File: src/afc_pkg.sv
// ----------------------------------------------------------------------------
// afc_pkg: shared types and constants of the audio FIR convolver
// Request and result payloads, operation codes, and arithmetic widths.
// ----------------------------------------------------------------------------
package afc_pkg;

	localparam int TAPS_DEF = 64;
	localparam int DATA_W   = 16;
	localparam int IDX_W    = 6;
	localparam int CNT_W    = 7;
	localparam int FRAC_W   = 15;
	localparam int PROD_W   = 2 * DATA_W;
	localparam int DIGIT_W  = 4;
	localparam int DIGITS   = DATA_W / DIGIT_W;
	localparam int DIG_CW   = $clog2(DIGITS);
	localparam int SAT_MAX  = 32767;
	localparam int SAT_MIN  = -32768;

	typedef enum logic [1:0] {
		OP_LOAD   = 2'd0,
		OP_SAMPLE = 2'd1,
		OP_FLUSH  = 2'd2,
		OP_NONE   = 2'd3
	} afc_op_t;

	typedef struct packed {
		afc_op_t                   op;
		logic [IDX_W-1:0]          tap_index;
		logic signed [DATA_W-1:0]  tap_value;
		logic signed [DATA_W-1:0]  sample_in;
	} afc_req_t;

	typedef struct packed {
		logic signed [DATA_W-1:0]  sample_out;
		logic                      clipped;
	} afc_res_t;

	typedef struct packed {
		logic clear;
		logic active;
		logic first;
		logic last;
	} afc_mac_ctrl_t;

endpackage

File: src/audio_fir_convolver_core.sv
// ----------------------------------------------------------------------------
// audio_fir_convolver_core: direct-form FIR filter for 16-bit audio
// Holds taps and sample history in two memories and computes each output
// with one digit-serial multiply-accumulate unit, saturating to 16 bits.
// ----------------------------------------------------------------------------
// Timing: a sample or flush request walks n = min(tap_count, TAPS) taps, one 4-bit
//   tap digit at a time, then drains and waits in the done state for a free output.
//   A load or ignored request leaves the sequencer idle.
// New requests are taken only while idle: one load per cycle, one sample per result.
// Reset: asynchronous, active low. tap_count returns to 1; afterwards a
//   clearing pass zeroes both memories before requests are taken.
module audio_fir_convolver_core #(
	parameter int TAPS = afc_pkg::TAPS_DEF
) (
	input  logic                          clk,
	input  logic                          arst_n,
	input  logic                          req_valid,
	output logic                          req_ready,
	input  afc_pkg::afc_req_t             req_data,
	output logic                          res_valid,
	input  logic                          res_ready,
	output afc_pkg::afc_res_t             res_data,
	input  logic                          cfg_valid,
	output logic                          cfg_ready,
	input  logic [afc_pkg::CNT_W-1:0]     cfg_data
);
	import afc_pkg::*;

	localparam int AW    = $clog2(TAPS);
	localparam int NW    = $clog2(TAPS + 1);
	localparam int ACC_W = PROD_W + $clog2(TAPS);
	localparam int Y_W   = ACC_W - FRAC_W;
	localparam logic [AW-1:0]     LAST_ADDR = AW'(TAPS - 1);
	localparam logic [DIG_CW-1:0] LAST_DIG  = DIG_CW'(DIGITS - 1);

	typedef enum logic [2:0] {
		ST_CLEAR,
		ST_IDLE,
		ST_FETCH,
		ST_MAC,
		ST_DRAIN,
		ST_DONE
	} state_t;

	// Memories: tap store and circular delay line
	logic [DATA_W-1:0] tap_mem [TAPS];
	logic [DATA_W-1:0] dly_mem [TAPS];

	state_t              state_q;
	logic [CNT_W-1:0]    tap_count_q;
	logic [AW-1:0]       clr_addr_q;
	logic [AW-1:0]       ptr_q;          // address of the newest sample
	logic [AW-1:0]       tap_rd_addr_q;
	logic [AW-1:0]       dly_rd_addr_q;
	logic [NW-1:0]       taps_left_q;
	logic [DIG_CW-1:0]   dig_q;
	logic [DATA_W-1:0]   tap_sh_q;       // tap shifted out one digit per cycle
	logic [DATA_W-1:0]   dly_rd_q;       // sample held for the current tap
	afc_res_t            res_q;
	logic                res_valid_q;

	logic                accept;
	logic [AW-1:0]       ptr_inc;
	logic [AW-1:0]       dly_rd_dec;
	logic [NW-1:0]       n_eff;
	logic                more_taps;
	logic                rd_en;
	logic                tap_we;
	logic [AW-1:0]       tap_wa;
	logic [DATA_W-1:0]   tap_wd;
	logic                dly_we;
	logic [AW-1:0]       dly_wa;
	logic [DATA_W-1:0]   dly_wd;
	logic                res_free;
	afc_mac_ctrl_t       mac_ctrl;
	logic signed [ACC_W-1:0] acc;
	logic signed [Y_W-1:0]   y_sh;
	afc_res_t            res_next;

	// Request and configuration handshakes
	assign req_ready = (state_q == ST_IDLE);
	assign accept    = req_valid && req_ready;
	assign cfg_ready = 1'b1;
	assign res_free  = !res_valid_q || res_ready;

	// Address arithmetic: wrap at the delay line length
	assign ptr_inc    = (ptr_q == LAST_ADDR) ? '0 : ptr_q + 1'b1;
	assign dly_rd_dec = (dly_rd_addr_q == '0) ? LAST_ADDR : dly_rd_addr_q - 1'b1;

	// Clamp the tap count to the storage depth
	assign n_eff = (32'(tap_count_q) > TAPS) ? NW'(TAPS) : NW'(tap_count_q);

	assign more_taps = (taps_left_q != '0);

	// Issue a read for the first tap, then one at the last digit of each tap while taps remain
	assign rd_en = (state_q == ST_FETCH)
	            || ((state_q == ST_MAC) && (dig_q == LAST_DIG) && more_taps);

	// Memory write ports: clearing pass, tap load, sample shift-in
	always_comb begin
		tap_we = 1'b0;
		tap_wa = clr_addr_q;
		tap_wd = '0;
		dly_we = 1'b0;
		dly_wa = clr_addr_q;
		dly_wd = '0;
		if (state_q == ST_CLEAR) begin
			tap_we = 1'b1;
			dly_we = 1'b1;
		end else if (accept) begin
			unique case (req_data.op) inside
				OP_LOAD: begin
					tap_we = (32'(req_data.tap_index) < TAPS);
					tap_wa = AW'(req_data.tap_index);
					tap_wd = req_data.tap_value;
				end
				OP_SAMPLE, OP_FLUSH: begin
					dly_we = 1'b1;
					dly_wa = ptr_inc;
					dly_wd = (req_data.op == OP_SAMPLE) ? req_data.sample_in : '0;
				end
				default: begin
				end
			endcase
		end
	end

	always_ff @(posedge clk) begin
		if (tap_we) begin
			tap_mem[tap_wa] <= tap_wd;
		end
		if (dly_we) begin
			dly_mem[dly_wa] <= dly_wd;
		end
		if (rd_en) begin
			tap_sh_q <= tap_mem[tap_rd_addr_q];
			dly_rd_q <= dly_mem[dly_rd_addr_q];
		end else if (state_q == ST_MAC) begin
			tap_sh_q <= tap_sh_q << DIGIT_W;
		end
	end

	// Configuration register
	always_ff @(posedge clk or negedge arst_n) begin
		if (!arst_n) begin
			tap_count_q <= CNT_W'(1);
		end else if (cfg_valid && cfg_ready) begin
			tap_count_q <= cfg_data;
		end
	end

	// MAC control: clear on a new sample or flush, one digit per cycle in ST_MAC
	always_comb begin
		mac_ctrl.clear  = accept && ((req_data.op == OP_SAMPLE) || (req_data.op == OP_FLUSH));
		mac_ctrl.active = (state_q == ST_MAC);
		mac_ctrl.first  = (dig_q == '0);
		mac_ctrl.last   = (dig_q == LAST_DIG);
	end

	afc_mac #(
		.ACC_W (ACC_W)
	) u_mac (
		.clk    (clk),
		.arst_n (arst_n),
		.ctrl   (mac_ctrl),
		.x      ($signed(dly_rd_q)),
		.digit  (tap_sh_q[DATA_W-1 -: DIGIT_W]),
		.acc    (acc)
	);

	// Drop the fraction (floor) and saturate to 16 bits
	assign y_sh = $signed(acc[ACC_W-1:FRAC_W]);

	always_comb begin
		res_next.clipped = 1'b0;
		res_next.sample_out = DATA_W'(y_sh);
		if (y_sh > SAT_MAX) begin
			res_next.sample_out = DATA_W'(SAT_MAX);
			res_next.clipped    = 1'b1;
		end else if (y_sh < SAT_MIN) begin
			res_next.sample_out = DATA_W'(SAT_MIN);
			res_next.clipped    = 1'b1;
		end
	end

	// Sequencer: clear memories, take requests, walk the taps, emit result
	always_ff @(posedge clk or negedge arst_n) begin
		if (!arst_n) begin
			state_q       <= ST_CLEAR;
			clr_addr_q    <= '0;
			ptr_q         <= '0;
			tap_rd_addr_q <= '0;
			dly_rd_addr_q <= '0;
			taps_left_q   <= '0;
			dig_q         <= '0;
			res_valid_q   <= 1'b0;
		end else begin
			if (res_valid_q && res_ready) begin
				res_valid_q <= 1'b0;
			end
			if (rd_en) begin
				tap_rd_addr_q <= tap_rd_addr_q + 1'b1;
				dly_rd_addr_q <= dly_rd_dec;
				taps_left_q   <= taps_left_q - 1'b1;
			end
			unique case (state_q)
				ST_CLEAR: begin
					clr_addr_q <= clr_addr_q + 1'b1;
					if (clr_addr_q == LAST_ADDR) begin
						state_q <= ST_IDLE;
					end
				end
				ST_IDLE: begin
					if (accept && ((req_data.op == OP_SAMPLE) || (req_data.op == OP_FLUSH))) begin
						ptr_q         <= ptr_inc;
						tap_rd_addr_q <= '0;
						dly_rd_addr_q <= ptr_inc;
						taps_left_q   <= n_eff;
						dig_q         <= '0;
						state_q       <= (n_eff == '0) ? ST_DRAIN : ST_FETCH;
					end
				end
				ST_FETCH: begin
					dig_q   <= '0;
					state_q <= ST_MAC;
				end
				ST_MAC: begin
					dig_q <= dig_q + 1'b1;
					if ((dig_q == LAST_DIG) && !more_taps) begin
						state_q <= ST_DRAIN;
					end
				end
				ST_DRAIN: begin
					state_q <= ST_DONE;
				end
				ST_DONE: begin
					// hold the result until the output register is free
					if (res_free) begin
						res_valid_q <= 1'b1;
						state_q     <= ST_IDLE;
					end
				end
				default: begin
					state_q <= ST_IDLE;
				end
			endcase
		end
	end

	always_ff @(posedge clk) begin
		if ((state_q == ST_DONE) && res_free) begin
			res_q <= res_next;
		end
	end

	assign res_valid = res_valid_q;
	assign res_data  = res_q;

	// Checks
	a_clip_at_rail: assert property (@(posedge clk) disable iff (!arst_n)
		(res_valid && res_data.clipped) |->
			(res_data.sample_out == 16'sh7FFF || res_data.sample_out == 16'sh8000))
		else $error("clipped result not at a saturation rail");

	a_result_from_done: assert property (@(posedge clk) disable iff (!arst_n)
		$rose(res_valid) |-> $past(state_q) == ST_DONE)
		else $error("result raised outside the done state");

	a_digit_has_data: assert property (@(posedge clk) disable iff (!arst_n)
		(state_q == ST_MAC && dig_q == '0) |-> $past(rd_en))
		else $error("first tap digit used without a memory read");

	a_no_request_in_clear: assert property (@(posedge clk) disable iff (!arst_n)
		(state_q == ST_CLEAR) |=> !(accept && $past(state_q) == ST_CLEAR && state_q == ST_CLEAR))
		else $error("request accepted during clearing pass");

endmodule

File: src/afc_mac.sv
// ----------------------------------------------------------------------------
// afc_mac: digit-serial multiply-accumulate
// Multiplies a sample by a tap one 4-bit tap digit per cycle, most significant
// digit first, and adds each finished product into a wide accumulator.
// ----------------------------------------------------------------------------
module afc_mac #(
	parameter int ACC_W = 2 * afc_pkg::DATA_W + 6
) (
	input  logic                                 clk,
	input  logic                                 arst_n,
	input  afc_pkg::afc_mac_ctrl_t               ctrl,
	input  logic signed [afc_pkg::DATA_W-1:0]    x,
	input  logic [afc_pkg::DIGIT_W-1:0]          digit,
	output logic signed [ACC_W-1:0]              acc
);
	import afc_pkg::*;

	logic signed [DIGIT_W:0]          dig_ext;
	logic signed [DATA_W+DIGIT_W:0]   part;
	logic signed [PROD_W-1:0]         p_next;
	logic signed [PROD_W-1:0]         p_q;
	logic                             pv_q;
	logic signed [ACC_W-1:0]          acc_q;

	// top digit of the tap carries the sign, the rest are plain magnitudes
	assign dig_ext = ctrl.first ? $signed({digit[DIGIT_W-1], digit})
	                            : $signed({1'b0, digit});
	assign part    = x * dig_ext;
	assign p_next  = ctrl.first ? PROD_W'(part)
	                            : (p_q <<< DIGIT_W) + PROD_W'(part);

	always_ff @(posedge clk) begin
		if (ctrl.active) begin
			p_q <= p_next;
		end
	end

	always_ff @(posedge clk or negedge arst_n) begin
		if (!arst_n) begin
			pv_q  <= 1'b0;
			acc_q <= '0;
		end else if (ctrl.clear) begin
			pv_q  <= 1'b0;
			acc_q <= '0;
		end else begin
			pv_q <= ctrl.active & ctrl.last;
			if (pv_q) begin
				acc_q <= acc_q + ACC_W'(p_q);
			end
		end
	end

	assign acc = acc_q;

endmodule
File: config.mk
export PLATFORM = sky130hd
export DESIGN_NAME = audio_fir_convolver_core
export DESIGN_NICKNAME = d
export VERILOG_FILES = /design/src/afc_pkg.sv /design/src/audio_fir_convolver_core.sv /design/src/afc_mac.sv
export SDC_FILE = /design/constraint.sdc
export NUM_CORES = 2
export LEC_CHECK = 0
export BUFFER_PORTS_ARGS = -buffer_cell sky130_fd_sc_hd__buf_2
export CAP_MARGIN = 20
export CORE_MARGIN = 8
export CORE_UTILIZATION = 65
export DETAILED_ROUTE_END_ITERATION = 8
export GPL_ROUTABILITY_DRIVEN = 0
export PLACE_DENSITY = 0.78
export SETUP_SLACK_MARGIN = 0.15
export SLEW_MARGIN = 15
export SYNTH_ARGS = -nofsm -noshare
export SYNTH_HDL_FRONTEND = slang
export SYNTH_HIERARCHICAL = 1
export SYNTH_SLANG_ARGS = --single-unit
File: constraint.sdc
create_clock -name clk -period 13.1 [get_ports clk]
set_input_delay 1.31 -clock clk [delete_from_list [all_inputs] [get_ports clk]]
set_output_delay 1.31 -clock clk [all_outputs]
set_load 0.02 [all_outputs]
==> metrics.txt <==
wire per inst=31.7 µm; yosys warns=6; Yosys cell types=98; Async S/R FF share, synth=0.0375; measured slew at the worst slew-check pin=1.19 ns; vias in the first global route=48795; top cell type by total area after synthesis=edfxtp_1; layout cell share with drive strength beyond 1=0.233; Worst-path clk slew=0.07 ns; overall die area=154000 µm²; Starting Density=0.653; Synthesized Nets=5015; Port Buffer Count=70; Setup crit end kind=flop; drt total wl=225000 µm; RSZ-0062 raised after global routing=no; total area of sequential cells=66000 µm²; Power Total=28.6 mW; WL met1=83900 µm; first-pass GRT wire length=328000 µm; met2 wire len=108000 µm; DR vias=48991; final non-filler cell total=7097; CTS Root Cell=clkbuf_16; Final Max Tran Viols=0; cells after synthesis=4797; Setup Total Neg Slack=0 ns; Cell Pwr Density=281 nW/µm²; global route overflow=0; post-route ant nets=0; Most used DFF post-synth=edfxtp_1; clock sinks=2212; H-tree levels=4; Max-Cap Viols=0; Core Area=141000 µm²; Slew HR=0.209; initial antenna violation count=15; slowest CP cell=xor2_2; EDFF count, synth=2129; CTS tree=yes; fin nets=5246; GRT Util Overall=0.292; DP Worst Slack=4.95 ns; Finish-stage setup viols=0; Resize count post-CTS=0; Post-CTS Setup Bufs=0; crit path setup slack, layout=4.85 ns; number of buffers created by CTS=208; footprint of the multi-input gates=24600 µm²; most frequent cells in the layout=edfxtp_1 (2129), mux4_2 (515), nor2_1 (214); vias per inst=6.90; Worst Setup Start Kind=flop; CP arrival=8.81 ns; Worst Path Required=13.66 ns; Site Rows=138; DRC viols=0; Die Ht=393 µm; fin crit period=8.25 ns; fill count=7881; crit path max fanout=30; Worst Setup Path Type=reg2reg; Final period util=0.630; wire length on met3=26100 µm; final core occ=0.723; Crit path largest cell delay=0.65 ns; LEAKAGE=34.5 nW; top sig layer=met5; clock skew=0.0350 ns; sequential area share after synthesis=0.716; hold crit path type=in2async; drt pass-1 iters=6; Worst-Skew Late Latency=0.84 ns; post-synthesis cell area=92100 µm²; largest cells by area after synthesis=edfxtp_1 (69%), mux4_2 (13%), dfrtp_1 (2.2%), mux2i_1 (1.9%), ha_1 (1.5%); DIE WIDTH=393 µm; HPWL Detailed=125000 µm; register bit total from synthesis=2212; most common cell after layout, fill and taps aside=edfxtp_1; status=complete, no violations; Placed Cells=6701; top cell type's share of synthesized area=0.694; pin count of the biggest net entering global routing=148; Max Freq=121 MHz; Syn Area/Cell=19.2 µm²; Fin. Hold Viols=0; Top Ports=72; Area Growth Syn to Fin=10.8%; clock tree buffer depth=3; Worst VDD drop=507 µV; initial DRC count=6625; CTS hold repair buffers=0
==> power breakdown <==
part           switching [mW]  leakage (nW)  internal, mW
clock network            2.61          3.23          3.31
registers               0.448          20.9          8.48
logic                    7.84          10.3          5.95
==> metrics by stage <==
step / hold slack (ns) / instance area (µm²)
6_report: 0.500 / 102000
5_1_grt: 0.521 / 102000
4_1_cts: 0.473 / 102000
3_5_place_dp: 0.519 / 95200
3_3_place_gp: 0.505 / 95200
2_1_floorplan: 0.478 / 92100
==> cells by family after synthesis <==
| kind of cell | after synthesis | share of synthesized area |
|---|---|---|
| adder cells (fa/ha/maj) | 166 | 0.0268 |
| multiplexers | 716 | 0.148 |
| XOR/XNOR | 89 | 0.00846 |
| other | 1 | 0.0000407 |
| AO/OA/AOI/OAI | 577 | 0.0456 |
| flip-flops | 2212 | 0.716 |
| buffers and inverters | 368 | 0.0189 |
| AND/OR/NAND/NOR | 668 | 0.0357 |
==> worst max-delay path, delay by kind of cell, from the launching register on <==
family          cells  cell delay (ns)
buf+inv             3             0.47
compound gates     13             2.47
flops               1             0.38
xor+xnor            2             0.78
fa+ha+maj           6             2.47
simple gates        5             1.38
==> flip-flops by register name (all words and copies together), names as in the netlist <==
name and count:
dly_mem 1024, tap_mem 1024, u_mac/acc 38, u_mac/p_q 32, res_data 17, dly_rd_q 16, tap_sh_q 16, tap_count_q 7
taps_left_q 7, clr_addr_q 6, dly_rd_addr_q 6, ptr_q 6, tap_rd_addr_q 6, state_q 3, dig_q 2, res_valid 1
u_mac/pv_q 1
==> area by class of cell <==
| type | count | share of cell area |
|---|---|---|
| diodes | 6 | 0.000147 |
| clock buffers | 259 | 0.0538 |
| clock inverters | 124 | 0.0113 |
| inverters | 125 | 0.00460 |
| multi-input cells | 2217 | 0.241 |
| flip-flops and latches | 2212 | 0.647 |
| well taps | 1890 | 0.0232 |
| repair buffers | 264 | 0.0190 |
==> path summary, 6_finish.rpt <==
path                          startpoint        endpoint  slack, ns  cells after the start
hold reg to reg            u_mac/acc[11]   u_mac/acc[11]       0.53                      2
setup / recovery                dig_q[0]   u_mac/p_q[31]       4.85                     29
min in group clk           u_mac/acc[11]   u_mac/acc[11]       0.53                      2
hold / removal                    arst_n   u_mac/acc[32]       0.50                      1
max in group asynchronous         arst_n  tap_count_q[0]      11.57                      2
setup reg to reg                dig_q[0]   u_mac/p_q[31]       4.85                     29
==> Yosys cell counts (8+ instances only) <==
cell,count
o21a_1,24
xnor2_1,53
a211oi_1,31
a22oi_1,33
nand3b_1,8
o21ai_1,9
or2_2,9
nand2_1,129
o22ai_1,38
clkbuf_1,136
o21ai_0,70
nand2b_1,17
inv_1,122
mux4_2,515
ha_1,114
a21o_1,48
a21oi_1,88
nor2_1,223
buf_6,19
nand3_1,33
o22a_1,13
and3_1,30
mux2_2,27
edfxtp_1,2129
a22o_1,26
dfrtp_1,82
buf_2,51
a31oi_1,20
o31ai_1,25
o21bai_1,10
buf_1,17
and2_1,82
buf_4,8
nand4_1,23
o221ai_1,46
mux2i_1,173
a2111oi_0,25
xor2_1,36
nor2b_1,31
or3_1,11
fa_1,52
nor3_1,38
==> layer usage <==
layer | global-route usage | up-vias
met5 | 0 | -
met1 | 0.410 | 25095
li1 | - | 20017
met2 | 0.463 | 3347
met3 | 0.0701 | 526
met4 | 0.0894 | 6
(Power assumes the default switching activity.)
